`config.mk`:
```
export PLATFORM = sky130hd
export DESIGN_NAME = tlpt_front
export DESIGN_NICKNAME = d
export VERILOG_FILES = /design/src/rtl/core/tlpt_pkg.sv /design/src/rtl/core/tlpt_front.sv
export SDC_FILE = /design/constraint.sdc
export NUM_CORES = 1
export LEC_CHECK = 0
export ABC_CLOCK_PERIOD_IN_PS = 3280
export BUFFER_PORTS_ARGS = -buffer_cell sky130_fd_sc_hd__buf_2
export CORE_MARGIN = 2
export CORE_UTILIZATION = 36
export DETAILED_ROUTE_END_ITERATION = 16
export PLACE_DENSITY = 0.71
export SKIP_CTS_REPAIR_TIMING = 1
export SYNTH_ARGS = -nofsm -noshare
export SYNTH_HDL_FRONTEND = slang
export SYNTH_SLANG_ARGS = --single-unit
```
`constraint.sdc`:
```
create_clock -name clk -period 3.28 [get_ports clk]
set_input_delay 0.164 -clock clk [delete_from_list [all_inputs] [get_ports clk]]
set_output_delay 0.164 -clock clk [all_outputs]
set_load 0.01 [all_outputs]
```
`src/rtl/core/tlpt_pkg.sv`:
```
// tlpt_pkg: command and internal operation codes plus fixed port widths
// for the two-level page translated memory core
// no dependencies
package tlpt_pkg;

	localparam int CMD_W     = 2;
	localparam int PROC_ID_W = 2;
	localparam int SLOT_ID_W = 3;
	localparam int KEY_W     = 5;
	localparam int FRAME_W   = 6;
	localparam int VADDR_W   = 20;
	localparam int DATA_W    = 8;

	typedef logic [CMD_W-1:0] cmd_t;

	localparam cmd_t CMD_SEG_SET  = 2'd0;
	localparam cmd_t CMD_PAGE_SET = 2'd1;
	localparam cmd_t CMD_READ     = 2'd2;
	localparam cmd_t CMD_WRITE    = 2'd3;

	// operation as classified by the front end
	localparam int OP_W = 3;
	typedef logic [OP_W-1:0] op_t;

	localparam op_t OP_SEG_WR  = 3'd0;
	localparam op_t OP_PAGE_WR = 3'd1;
	localparam op_t OP_READ    = 3'd2;
	localparam op_t OP_WRITE   = 3'd3;
	localparam op_t OP_NOP     = 3'd4;
	localparam op_t OP_FAULT   = 3'd5;

endpackage

```
`src/rtl/core/tlpt_front.sv`:
```
// tlpt_front: input register stage that classifies each command and splits
// the virtual address, then hands the entry to the queue
// depends on tlpt_pkg
module tlpt_front #(
	parameter int OFFSET_BITS = 10,
	parameter int PAGE_BITS   = 5,
	parameter int SEG_BITS    = 5,
	parameter int FRAME_BITS  = 6,
	parameter int NUM_PROCS   = 4,
	parameter int SLOTS       = 8,
	parameter int ENT_W       = 64
) (
	input  logic                           clk,
	input  logic                           arst_n,
	input  logic                           clearing,
	input  logic                           in_valid,
	output logic                           in_ready,
	input  tlpt_pkg::cmd_t                 cmd,
	input  logic [tlpt_pkg::PROC_ID_W-1:0] proc_id,
	input  logic [tlpt_pkg::SLOT_ID_W-1:0] seg_slot,
	input  logic [tlpt_pkg::SLOT_ID_W-1:0] page_slot,
	input  logic [tlpt_pkg::KEY_W-1:0]     key_index,
	input  logic [tlpt_pkg::FRAME_W-1:0]   frame,
	input  logic                           entry_valid,
	input  logic [tlpt_pkg::VADDR_W-1:0]   vaddr,
	input  logic [tlpt_pkg::DATA_W-1:0]    write_data,
	output logic                           q_valid,
	input  logic                           q_ready,
	output logic [ENT_W-1:0]               q_data
);
	import tlpt_pkg::*;

	localparam int PROC_W = (NUM_PROCS > 1) ? $clog2(NUM_PROCS) : 1;
	localparam int SLOT_W = (SLOTS > 1) ? $clog2(SLOTS) : 1;
	localparam int LOW_W  = OFFSET_BITS + PAGE_BITS + SEG_BITS;
	localparam int VX_W   = LOW_W + VADDR_W;

	typedef struct packed {
		op_t                    op;
		logic [PROC_W-1:0]      proc;
		logic [SLOT_W-1:0]      sslot;
		logic [SLOT_W-1:0]      pslot;
		logic [SEG_BITS-1:0]    skey;
		logic [PAGE_BITS-1:0]   pkey;
		logic [FRAME_BITS-1:0]  frame;
		logic                   ev;
		logic [SEG_BITS-1:0]    seg;
		logic [PAGE_BITS-1:0]   page;
		logic [OFFSET_BITS-1:0] off;
		logic [DATA_W-1:0]      wdata;
	} ent_t;

	logic [VX_W-1:0]    vx;
	logic [VADDR_W-1:0] va_high;
	logic               proc_ok;
	logic               sslot_ok;
	logic               pslot_ok;
	ent_t               ent;
	ent_t               ent_s1;
	logic               valid_s1;

	assign vx       = VX_W'(vaddr);
	assign va_high  = vx[VX_W-1:LOW_W];
	assign proc_ok  = 32'(proc_id) < NUM_PROCS;
	assign sslot_ok = 32'(seg_slot) < SLOTS;
	assign pslot_ok = 32'(page_slot) < SLOTS;

	always_comb begin
		ent.proc  = PROC_W'(proc_id);
		ent.sslot = SLOT_W'(seg_slot);
		ent.pslot = SLOT_W'(page_slot);
		ent.skey  = SEG_BITS'(key_index);
		ent.pkey  = PAGE_BITS'(key_index);
		ent.frame = FRAME_BITS'(frame);
		ent.ev    = entry_valid;
		ent.seg   = vx[OFFSET_BITS+PAGE_BITS +: SEG_BITS];
		ent.page  = vx[OFFSET_BITS +: PAGE_BITS];
		ent.off   = vx[OFFSET_BITS-1:0];
		ent.wdata = write_data;
		unique case (cmd) inside
			CMD_SEG_SET: begin
				ent.op = (proc_ok && sslot_ok) ? OP_SEG_WR : OP_NOP;
			end
			CMD_PAGE_SET: begin
				ent.op = (proc_ok && sslot_ok && pslot_ok) ? OP_PAGE_WR : OP_NOP;
			end
			CMD_READ, CMD_WRITE: begin
				// segment bits that do not fit in SEG_BITS can never match
				if (!proc_ok || (va_high != '0)) begin
					ent.op = OP_FAULT;
				end else begin
					ent.op = (cmd == CMD_READ) ? OP_READ : OP_WRITE;
				end
			end
			default: begin
				ent.op = OP_NOP;
			end
		endcase
	end

	assign in_ready = !clearing && (!valid_s1 || q_ready);

	always_ff @(posedge clk or negedge arst_n) begin
		if (!arst_n) begin
			valid_s1 <= 1'b0;
		end else if (in_valid && in_ready) begin
			valid_s1 <= 1'b1;
		end else if (q_ready) begin
			valid_s1 <= 1'b0;
		end
	end

	always_ff @(posedge clk) begin
		if (in_valid && in_ready) begin
			ent_s1 <= ent;
		end
	end

	assign q_valid = valid_s1;
	assign q_data  = ent_s1;

endmodule

```
== Word-level counts from Yosys, hierarchy flattened ==
Cells that the tools add are included.

* Register bits after elaboration: 52
* Bits of input ports: 55
* Output and inout bits: 66
* Word-level logic and storage cells: 27

* Equal/unequal tests: 3
* Mux-type cells: 4
* Reductions and logical operators: 8

{| class="wikitable"
|+ Operators with widths
! operator !! number
|-
| 3-bit one-hot mux with 3 select lines || 1
|-
| 2-bit equality test (second input constant) || 2
|-
| 1-bit 2-to-1 mux || 3
|-
| 2-bit by 1-bit equality test with 1-bit output (second input constant) || 1
|-
| 1-bit logical AND || 2
|-
| 1-bit logical NOT || 2
|-
| 2-bit logical NOT || 1
|-
| 2-bit nonzero test || 1
|-
| 2-bit OR reduction || 1
|-
| 1-bit logical OR || 1
|}

== Longest topological paths before layout ==
* Depth after elaboration: 5
* Depth in mapped cells: 2
* Depth with buffers taken out: 2

== Least setup slack after synthesis ==
OpenSTA, ideal clock, no wires.

* Kind: register to register
* Start point: register valid_s1, in the netlist q_valid
* End point: register ent_s1, in the netlist q_data[0] (enable)
* Setup time: 460 ps
* Arrival time: 2,679 ps
* Required time: 2,820 ps
* Setup slack: 141 ps
* Cell stages (with the launch flop): 3
* Buffers on the path: 0
* Period minus slack after synthesis: 3,139 ps
* Cells stage by stage: dfrtp_1 > nor2b_4 > nor2_1

* Cells in the longest elaborated chain, start to end: 4

{| class="wikitable"
|+ Ends and longest elaborated chain
! element !! RTL line !! source
|-
| start, declared || tlpt_front.sv:60 || <nowiki>logic valid_s1;</nowiki>
|-
| start signal, assigned || tlpt_front.sv:105 || <nowiki>valid_s1 <= 1'b0;</nowiki>
|-
| start signal, assigned || tlpt_front.sv:107 || <nowiki>valid_s1 <= 1'b1;</nowiki>
|-
| start signal, assigned || tlpt_front.sv:109 || <nowiki>valid_s1 <= 1'b0;</nowiki>
|-
| 1-bit logical NOT || tlpt_front.sv:101 || <nowiki>assign in_ready = !clearing && (!valid_s1 || q_ready);</nowiki>
|-
| 1-bit logical OR || tlpt_front.sv:101 ||
|-
| 1-bit logical AND || tlpt_front.sv:101 ||
|-
| 1-bit logical AND || tlpt_front.sv:114 || <nowiki>if (in_valid && in_ready) begin</nowiki>
|-
| end signal, assigned || tlpt_front.sv:115 || <nowiki>ent_s1 <= ent;</nowiki>
|-
| end, declared || tlpt_front.sv:59 || <nowiki>ent_t ent_s1;</nowiki>
|}

No other way between the ends.
A chain may end at the register's enable or synchronous reset.

== Final worst setup path ==
* Start point: register valid_s1, in the netlist q_valid
* End point: register ent_s1, in the netlist q_data[7] (enable)

Same word-level chain as after synthesis.

==> run metrics <==
status complete, no violations; DR iter-0 viols 27; Worst Setup Start Kind register; DRC 0; Slew HR 64.19%; vias in the first global route 942; Worst Path Max Fanout 32; Skew-Pair Late Insertion Delay 300 ps; Cells after DPL 231; Critical Path AT 1730 ps; flops & latches, synth 52; die extent in y 72.70 um; CTS root buf clkbuf_8; crit-path cells nor2b_4, nor2_4, buf_4; class of the worst hold path primary input to register; RSZ-0062 raised after global routing false; Via Count 1032; clk buf depth 2; Final Hold Violating Endpoints 0; PortBufs 112; Reg2Reg Setup Slack 1510 ps; final setup vio count 0; Max Cap Viol 0; ANT cells 0; Max Clock Freq 563.4 MHz; worst path required time 3240 ps; # IOs 121; GRT Util Overall 12.05%; Mapped Area 1699 um2; CTS sink count 52; Syn Inst Count 73; fin crit period 1775 ps; synth cell count leaders 51 x edfxtp_1, 13 x buf_4, 2 x clkbuf_1, 2 x nand2b_1, 2 x nor2_1; GP Congestion 0.6586; LEAKAGE 1.026 nW; largest net degree at the start of global routing 33; sequential share of the synthesized area 91.61%; ranking of synthesized cells by area edfxtp_1 90%, buf_4 5.7%, dfrtp_1 1.5%; WL per Instance 13.45 um; H-Tree Depth 2; Pre-Repair DR Iteration Count 6; slowest CP cell buf_4; Mapped Avg Cell Area 23.28 um2; DRT antenna net count 0; reg2reg end q_data[7]; Worst VDD drop 176.8 uV; DIE AREA 5285 um2; Horiz. Die Dim 72.70 um; nets@finish 242; Post-synth EDFFs 51; Synth Warn # 0; final cell count without fillers 240; share of layout cells above drive strength 1 64.89%; area leader, netlist edfxtp_1; Most used DFF post-synth edfxtp_1; GRT Residual Overflow 0; reg2reg start q_valid; Yosys top cell area share 90.13%; most common cell in the netlist edfxtp_1; TritonCTS buffer count 5; Critical Path End q_data[7]; WS Path Type register to register; Max Slew Vio Count 0; setup TNS 0 ps; async set or reset register ratio after synthesis 1.923%; final critical-path share of the clock period 54.11%; power per cell area 514.6 nW/um2; peak per-stage delay on the critical path 470 ps; first-pass GRT wire length 4567 um; initial antenna violation count 0; Reg area 1556 um2; Rows 24; vias per cell 4.300; Routed WL 3229 um; Worst-Margin Slew 535.8 ps; Synth-to-Final Area Change 39.10%; area of the multi-input gates 75.07 um2; CTS tree built; Setup crit start q_valid; worst-case clock skew 5.489 ps; Layout fillers 404; CTS clk-pin slew, worst paths 90 ps; R2R depth 3; Netlist cell types 8; Initial Utilization 38.23%; Final HPWL DP 2533 um; Core Area 4444 um2; Setup crit end kind register
registers in the layout, indices dropped and copies added (netlist names):
signal and flops:
q_data 51, q_valid 1
where the power goes:
part           internal [W]  total (W)  switching, W
clock              0.000152   0.000347      0.000195
sequential         0.000763   0.000770    0.00000674
combinational     0.0000455  0.0000994     0.0000539
per-layer routing:
metal / vias up / part of all wire [%] / track usage [%]
li1: 473 / - / -
met4: 0 / 1.2 / 4.938
met1: 473 / 35 / 12.43
met2: 79 / 52 / 20.71
met3: 7 / 12 / 6.077
met5: - / 0 / 0
worst min path at each step:
| stage | startpoint | to | slack [ps] | cells after the start |
|---|---|---|---|---|
| after floorplan | arst_n | q_valid | -130 | 0 |
| after global placement | arst_n | q_valid | -60 | 1 |
| after detailed placement | arst_n | q_valid | -60 | 1 |
| after CTS | arst_n | q_valid | -390 | 1 |
| after global routing | vaddr[1] | q_data[9] | 20 | 1 |
| final | seg_slot[1] | q_data[49] | 30 | 1 |
metrics by stage:
step	hold slack, ps	util (%)	worst slack [ps]	total power (W)	area, um2
4_1_cts	-385.3	52.96	1468	0.001237	2354
5_1_grt	17.85	53.18	1346	0.001267	2364
6_report	32.80	53.18	1505	0.001216	2364
3_5_place_dp	-56.53	50.96	1471	0.0008862	2265
3_3_place_gp	-58.89	50.96	1514	0.0008826	2265
2_1_floorplan	-131.6	-	141.2	0.0008335	1729
cells by family (layout without fill, tap and decap cells):
logic type | Yosys count | after routing | synth area share [%]
simple gates | 5 | 5 | 1.988
buf+inv | 15 | 122 | 6.186
flops | 52 | 52 | 91.61
other cells | 1 | 9 | 0.2207
worst max-delay path: cells and delay by family (launching register included):
family | cells | cell delay (ps)
and+or+nand+nor | 2 | 580
buffers and inverters | 1 | 470
DFF | 1 | 380
layout by cell type, fill, tap and decap left out, drive strengths merged:
cell | netlist | final
dfrtp | 1 | 1
dlygate4sd3 | 0 | 1
clkinvlp | 0 | 1
buf | 13 | 113
clkinv | 0 | 1
edfxtp | 51 | 51
nand2b | 2 | 2
nor2 | 2 | 2
nor2b | 1 | 1
conb | 1 | 9
clkbuf | 2 | 6
area by class of cell:
cell class,count,area share [%]
clock buffers,6,3.070
clock inverters,2,0.6882
multi-input cells,14,3.176
flip-flops and latches,52,65.85
well taps,52,2.753
repair buffers,114,24.46
No activity file was read; power rests on OpenSTA's default activity.
