$ cat config.mk
export PLATFORM = sky130hd
export DESIGN_NAME = tlpt_queue
export DESIGN_NICKNAME = d
export VERILOG_FILES = /design/src/rtl/core/tlpt_queue.sv
export SDC_FILE = /design/constraint.sdc
export NUM_CORES = 1
export LEC_CHECK = 0
export BUFFER_PORTS_ARGS = -buffer_cell sky130_fd_sc_hd__buf_2
export CAP_MARGIN = 20
export CORE_ASPECT_RATIO = 0.8
export CORE_MARGIN = 4
export CORE_UTILIZATION = 49
export CTS_BUF_LIST = sky130_fd_sc_hd__clkbuf_4 sky130_fd_sc_hd__clkbuf_8
export CTS_CLUSTER_DIAMETER = 60
export DETAILED_ROUTE_END_ITERATION = 12
export PLACE_DENSITY = 0.78
export SYNTH_ARGS = -nofsm -noshare
export SYNTH_HDL_FRONTEND = slang
export SYNTH_SLANG_ARGS = --single-unit
$ cat constraint.sdc
create_clock -name clk -period 3.6 [get_ports clk]
set_input_delay 0.54 -clock clk [delete_from_list [all_inputs] [get_ports clk]]
set_output_delay 0.54 -clock clk [all_outputs]
set_load 0.01 [all_outputs]
$ cat src/rtl/core/tlpt_queue.sv
// tlpt_queue: two-entry fifo between front end and back end
// no dependencies
module tlpt_queue #(
	parameter int W = 64
) (
	input  logic         clk,
	input  logic         arst_n,
	input  logic         wr_valid,
	output logic         wr_ready,
	input  logic [W-1:0] wr_data,
	output logic         rd_valid,
	input  logic         rd_ready,
	output logic [W-1:0] rd_data
);
	logic [W-1:0] slot_q [2];
	logic         wptr_q;
	logic         rptr_q;
	logic [1:0]   cnt_q;
	logic         push;
	logic         pop;

	assign wr_ready = (cnt_q != 2'd2);
	assign rd_valid = (cnt_q != 2'd0);
	assign rd_data  = slot_q[rptr_q];
	assign push     = wr_valid && wr_ready;
	assign pop      = rd_valid && rd_ready;

	always_ff @(posedge clk or negedge arst_n) begin
		if (!arst_n) begin
			wptr_q <= 1'b0;
			rptr_q <= 1'b0;
			cnt_q  <= 2'd0;
		end else begin
			if (push) begin
				wptr_q <= !wptr_q;
			end
			if (pop) begin
				rptr_q <= !rptr_q;
			end
			if (push && !pop) begin
				cnt_q <= cnt_q + 2'd1;
			end else if (pop && !push) begin
				cnt_q <= cnt_q - 2'd1;
			end
		end
	end

	always_ff @(posedge clk) begin
		if (push) begin
			slot_q[wptr_q] <= wr_data;
		end
	end

endmodule

# == Yosys cells after proc, flatten, opt, wreduce, memory -nomap -nowiden ==
# Memory sizes are Yosys's and may differ from the RTL's.
# Index checks and enable logic that the tools add are counted.
# word_totals
register_bits,4
mem_bits_rw,128
in_bits,68
wordCells,21
memories,1
# op_classes
add_sub_neg,2
n_eq_ne,1
n_mux,4
reduce_logical,10
# mem_list
memory,words,width,read_ports,rd_clocked_by_memory_dff,wr,line,text
slot_q,2,64,1,0,1,15,logic [W-1:0] slot_q [2];
# ops
op,n
$logic_and 1x1->1,4
$logic_not 1->1,4
$mux 2,2
$reduce_bool 2->1,2
$add 2x1->2 const B,1
$mux 1,2
$ne 2x2->1 const B,1
$sub 2x1->2 const B,1

# == Depth between registers and ports, before layout ==
# Gate-level depths: netlist (run 1).
# depth
ltp_word,6
mapped_depth,7
ltp_nobuf,7

# == Worst setup path after synthesis (run 1) ==
# Ideal clock, no wire load.
# synth_timing
kind,reg2reg
from,register cnt_q[0]
to,memory slot_q[0][0] (enable)
arrival_ps,3376
t_required_ps,3114
slack_ps,-262
path_stages_with_launch,4
path_buffers,0
period_less_slack_ps,3862
cell_sequence,dfrtp_1 > nand2b_1 > nand2_1 > nor2_1
# synth_between
elab_chain_cells,4
# synth_lines
element,line,text
start: declaration,18,logic [1:0] cnt_q;
start signal: assignment,41,cnt_q <= cnt_q + 2'd1;
start signal: assignment,43,cnt_q <= cnt_q - 2'd1;
$ne 2x2->1,22,assign wr_ready = (cnt_q != 2'd2);
named net wr_ready,9,"output logic wr_ready,"
$logic_and 1x1->1,25,assign push = wr_valid && wr_ready;
$mux 1,49,if (push) begin
$mux 1 (implied by the code),50,slot_q[wptr_q] <= wr_data;
end: declaration,15,
# The timed path passes the listed nets, and every way through them passes these cells.

# == Worst setup path in the final report (run 1) ==
# layout_timing
from,register rptr_q
to,output port rd_data[55]
# layout_between
elab_chain_cells,1
# layout_lines
element,line,text
start: declaration,17,logic rptr_q;
start signal: assignment,38,rptr_q <= !rptr_q;
$mem_v2 2x64,--,
end: declaration,13,output logic [W-1:0] rd_data
# Every way passes these cells.

==> metrics.cfg, run 1 <==
[clocking]
clock-sinks=132
clk_latency_ns=0.41
htree_levels=4
cts_resized=0
post-cts-setup-buffers=0
clockBufferDepth=2
numCtsBuffers=17
cts_root_buffer=clkbuf_8
cts_tree=yes
clk_pin_slew_ns=0.07
hold_buffers=1

[setup_path]
slowest_delay_ns=0.74
cp_cell_sequence=buf_12 > mux2_2 > buf_2
crit_slowest_cell=dfrtp_4
critPathKind=flip-flop to output pin
worstPathRequired_ns=3.06
path_buf_inv=2
cp.arrival_ns=2.03
critPathLaunchType=flip-flop
end_kind=output pin
critPathTopFamily=flip-flops
critPathMaxFanout=37

[sta]
tns_ns=0
finalMaxSlewViolations=0
whs_ns=0.3091
max_freq_mhz=388.9
fin_crit_ns=2.571
setup_viol=0
hold_violations=0
tightest_slew_ns=0.8676
post-route-period-util_pct=71.43
fin_skew_ns=0.006834
fin_ws_ns=1.029
rsz0062_at_grt=false
slew-limit-headroom_pct=42.16

[outcome]
status=completed

[die]
core_area_mm2=0.009809
fp.dieW_um=121.1
dieArea_mm2=0.01194
initial_core_util_pct=51.16
row_count=32
io_pins=134
die_h_um=98.52

[finish]
area_growth_pct=25.01
final_nets=436
n_antenna_cell=0
final_util_pct=63.95
fin_area_mm2=0.006274
final_layout_size_suffix_gt1_share_pct=61.58
finalNonFillerCells=516

[route]
drtIter0Drc=165
remaining_drc_errors=0
viasPerCell=4.742
ant_nets=0
wirelength_um=8529
vias=2447
wl_per_cell_um=16.53
drt_pass1_iterations=4

[placed_design]
place_hpwl_um=5649
gp_congestion=0.6725
place_ws_ns=1.440
io_buffers=133
place_area_mm2=0.005837
placed_cells=483

[global_route]
grt_max_degree=65
grt_usage_pct=14.60
gr-total-overflow=0
grt_pass1_vias=2603
grt_pass1_wl_um=13070
antenna_found_initial=0

[yosys]
synth_cell_types=15
syn_nets=286
yosysTopAreaCell=edfxtp_1
synth_top_area_share_pct=76.59
synth_seq_cells=132
synth_warnings=0
ys_seq_area_share_pct=78.58
synth.top_cells.by_area=edfxtp_1, mux2_4, mux2_2, dfrtp_1, buf_6
syn_area_per_cell_um2=23.13
syn_area_mm2=0.005019
netlist_instances=217

[min_path]
min_path_type=primary input to flip-flop

[pwr]
power_density_mw_per_mm2=817.0
p_leak_nw=2.504
max-vdd-ir-drop_mv=0.5494
fin_total_pwr_mw=5.125

[flow_run]
drv_cap=0

worst register-to-register path: cells and delay by family (launching register included):
kind,cells,cell delay [ns]
AND/OR/NAND/NOR,3,0.73
buffers and inverters,1,0.44
flip-flops,1,0.41
metal layers:
metal / GRT usage [%] / up-vias / routed length, um
li1: - / 1153 / -
met1: 17.28 / 1193 / 3568
met2: 23.95 / 94 / 4190
met3: 7.229 / 7 / 724
met4: 3.876 / 0 / 46
met5: 0 / - / 0
cell families after synthesis:
| group | Yosys count | synth area share [%] |
|---|---|---|
| and+or+nand+nor | 7 | 0.6735 |
| buffers and inverters | 8 | 1.521 |
| muxes | 64 | 18.10 |
| DFF | 132 | 78.58 |
| xor gates and xnor gates | 5 | 0.8728 |
| adders and majority gates | 1 | 0.2493 |
sequential cells by signal, indices dropped and copies added, names as in the netlist:
name / count
rptr_q: 1
cnt_q: 2
wptr_q: 1
slot_q: 128
path summary, 6_finish.rpt:
| check | start | endpoint | slack, ns | depth (start not counted) |
|---|---|---|---|---|
| setup / recovery | rptr_q | rd_data[55] | 1.03 | 3 |
| min in group asynchronous | arst_n | wptr_q | 0.47 | 2 |
| max in group asynchronous | arst_n | rptr_q | 2.98 | 2 |
| hold reg to reg | cnt_q[1] | cnt_q[1] | 0.51 | 1 |
| hold / removal | wr_data[41] | slot_q[0][41] | 0.31 | 1 |
| setup reg to reg | cnt_q[0] | slot_q[0][11] | 1.67 | 4 |
synth_stat cells:
cell / number
buf_6: 6
or2_1: 1
nand2b_1: 1
ha_1: 1
xnor2_1: 3
dfrtp_1: 4
buf_2: 1
nand2_1: 2
edfxtp_1: 128
and3_1: 1
mux2_4: 50
mux2_2: 14
xor2_1: 2
inv_1: 1
nor2_1: 2
power by group:
| part | total, mW | switching [mW] | internal [mW] |
|---|---|---|---|
| Clock | 1.29 | 0.538 | 0.757 |
| Combinational | 1.55 | 0.736 | 0.813 |
| Sequential | 2.28 | 0.174 | 2.11 |
area by class of cell:
type | instances | area, um2
clock buffers | 18 | 241.5
inverters | 1 | 3.754
repair buffers | 138 | 718.2
well taps | 136 | 170.2
flip-flops and latches | 132 | 3948
clock inverters | 14 | 185.2
fillers | 714 | 3536
multi-input cells | 77 | 1007
cells in the final DEF, fill, tap and decap left out, types with 2 or more instances in the layout:
| master | count |
|---|---|
| buf_2 | 133 |
| buf_4 | 3 |
| bufinv_16 | 4 |
| clkbuf_8 | 17 |
| clkinv_1 | 2 |
| clkinv_2 | 2 |
| clkinvlp_4 | 4 |
| dfrtp_1 | 3 |
| edfxtp_1 | 128 |
| mux2_2 | 14 |
| mux2_4 | 50 |
| nand2_1 | 2 |
| xnor2_1 | 3 |
| xor2_1 | 2 |
(Power assumes the default switching activity.)
==> run 2: changes to the inputs <==
==> constraint.sdc (replaced) <==
create_clock -name clk -period 2.3 [get_ports clk]
set_input_delay 0.345 -clock clk [delete_from_list [all_inputs] [get_ports clk]]
set_output_delay 0.345 -clock clk [all_outputs]
set_load 0.01 [all_outputs]
==> metrics.cfg, run 2 (synthesis results as in run 1) <==
[placed_design]
gp_congestion=0.7185
place_hpwl_um=5747
io_buffers=133
place_area_mm2=0.005864
place_ws_ns=0.6332

[pwr]
max-vdd-ir-drop_mv=0.9472
seq_power_share_pct=43.8
p_int_mw=5.700
p_clk_share_pct=23.8
swShare_pct=28.30
power_density_mw_per_mm2=1268
p_leak_nw=2.519
power_frac_comb_pct=32.3
p_switching_mw=2.250

[sta]
setup_viol=0
fin_skew_ns=0.01257
finalMaxSlewViolations=0
fin_ws_ns=0.1986
tightest_slew_ns=0.5219
post-route-period-util_pct=91.37
tns_ns=0
max_freq_mhz=475.9
slew-limit-headroom_pct=65.21
fin_crit_ns=2.101
rsz0062_at_grt=false
hold_violations=0

[die]
io_pins=134
fp.dieW_um=121.1
dieArea_mm2=0.01194
die_h_um=98.52
core_area_mm2=0.009809
initial_core_util_pct=51.16
row_count=32

[finish]
final_nets=438
final_layout_size_suffix_gt1_share_pct=61.52
final_util_pct=63.90
area_growth_pct=24.91
n_antenna_cell=0
fin_area_mm2=0.006269
largest_registers=slot_q (128), cnt_q (2)
final_cell_mix=buf_2, edfxtp_1, mux2_4
largest_register_ffs=128
regMostFlops=slot_q
layout_commonest_cell=buf_2

[global_route]
grt_max_degree=38
grt_usage_pct=14.97
gr-total-overflow=0
antenna_found_initial=0
grt_pass1_wl_um=13250
grt_pass1_vias=2655

[min_path]
holdPathStages=1
min_path_type=primary input to flip-flop

[setup_path]
cp.arrival_ns=1.76
r2r_cells=4
critPathKind=flip-flop to output pin
slowest_delay_ns=0.54
crit_slowest_cell=dfrtp_4
critPathMaxFanout=34
r2r_slack_ns=0.69
critPathLaunchType=flip-flop
cp_cell_sequence=buf_12 > mux2_2 > buf_2
worstPathRequired_ns=1.96
end_kind=output pin
path_buf_inv=2
path_depth=3
critPathTopFamily=flip-flops

[clocking]
cts_tree=yes
post-cts-setup-buffers=0
clk_pin_slew_ns=0.07
htree_levels=4
cts_root_buffer=clkbuf_8
clockBufferDepth=2
clock-sinks=132
numCtsBuffers=17
clk_latency_ns=0.42

[route]
vias=2444
remaining_drc_errors=0
wirelength_um=8544
drt_pass1_iterations=4
wl_per_cell_um=16.49
drtIter0Drc=72
ant_nets=0
viasPerCell=4.718

[outcome]
status=completed

[flow_run]
drv_cap=0

==> run 2: cell count changes in the layout (fill, tap and decap cells not counted) <==
cell,before,now
buf_12,1,2
buf_4,3,4
bufinv_16,4,3
clkbuf_4,1,3
clkinv_1,2,3
clkinv_2,2,4
clkinvlp_4,4,1
inv_6,1,0
==> run 2: worst paths after layout <==
kind / startpoint / end
setup / recovery: rptr_q / rd_data[63]
hold / removal: wr_data[40] / slot_q[0][40]
setup reg to reg: cnt_q[0] / slot_q[0][29]
hold reg to reg: cnt_q[1] / cnt_q[1]
max in group asynchronous: arst_n / rptr_q
min in group asynchronous: arst_n / wptr_q
==> run 2: per-layer routing <==
metal / global-route usage (%) / wire length (um)
met5: 0 / 0
met4: 6.202 / 81
met3: 6.540 / 699
met2: 25.23 / 4315
met1: 16.69 / 3448
==> run 2: timing repair <==
action | in CTS | in global routing
hold endpoints to repair | 4 | 0
resized for setup | 0 | 0
hold buffers | 1 | 0
==> run 2: area by class of cell <==
cell class                 count  area, um2
tap                          136      170.2
inverter                       1      3.754
clock inverter                12      137.6
clock buffer                  20      256.5
sequential                   132       3948
timing repair buffer         140      745.7
multi-input combinational     77       1007
fill                         701       3541
==> run 2: metrics by stage <==
step	std cells	power [mW]	hold slack, ns
6_report	518	7.949	0.1068
5_1_grt	518	8.363	0.06466
4_1_cts	518	8.076	0.07493
3_5_place_dp	485	6.157	0.1582
3_3_place_gp	485	6.092	0.1561
2_1_floorplan	217	5.298	0.04941
==> run 2: power by group through the flow <==
stage	clock (mW)	sequential, mW	combinational [mW]
floorplan	0	3.46	1.84
global placement	0	3.50	2.59
detailed placement	0	3.54	2.62
CTS	1.96	3.49	2.63
global route	2.08	3.54	2.75
finish	1.89	3.49	2.57
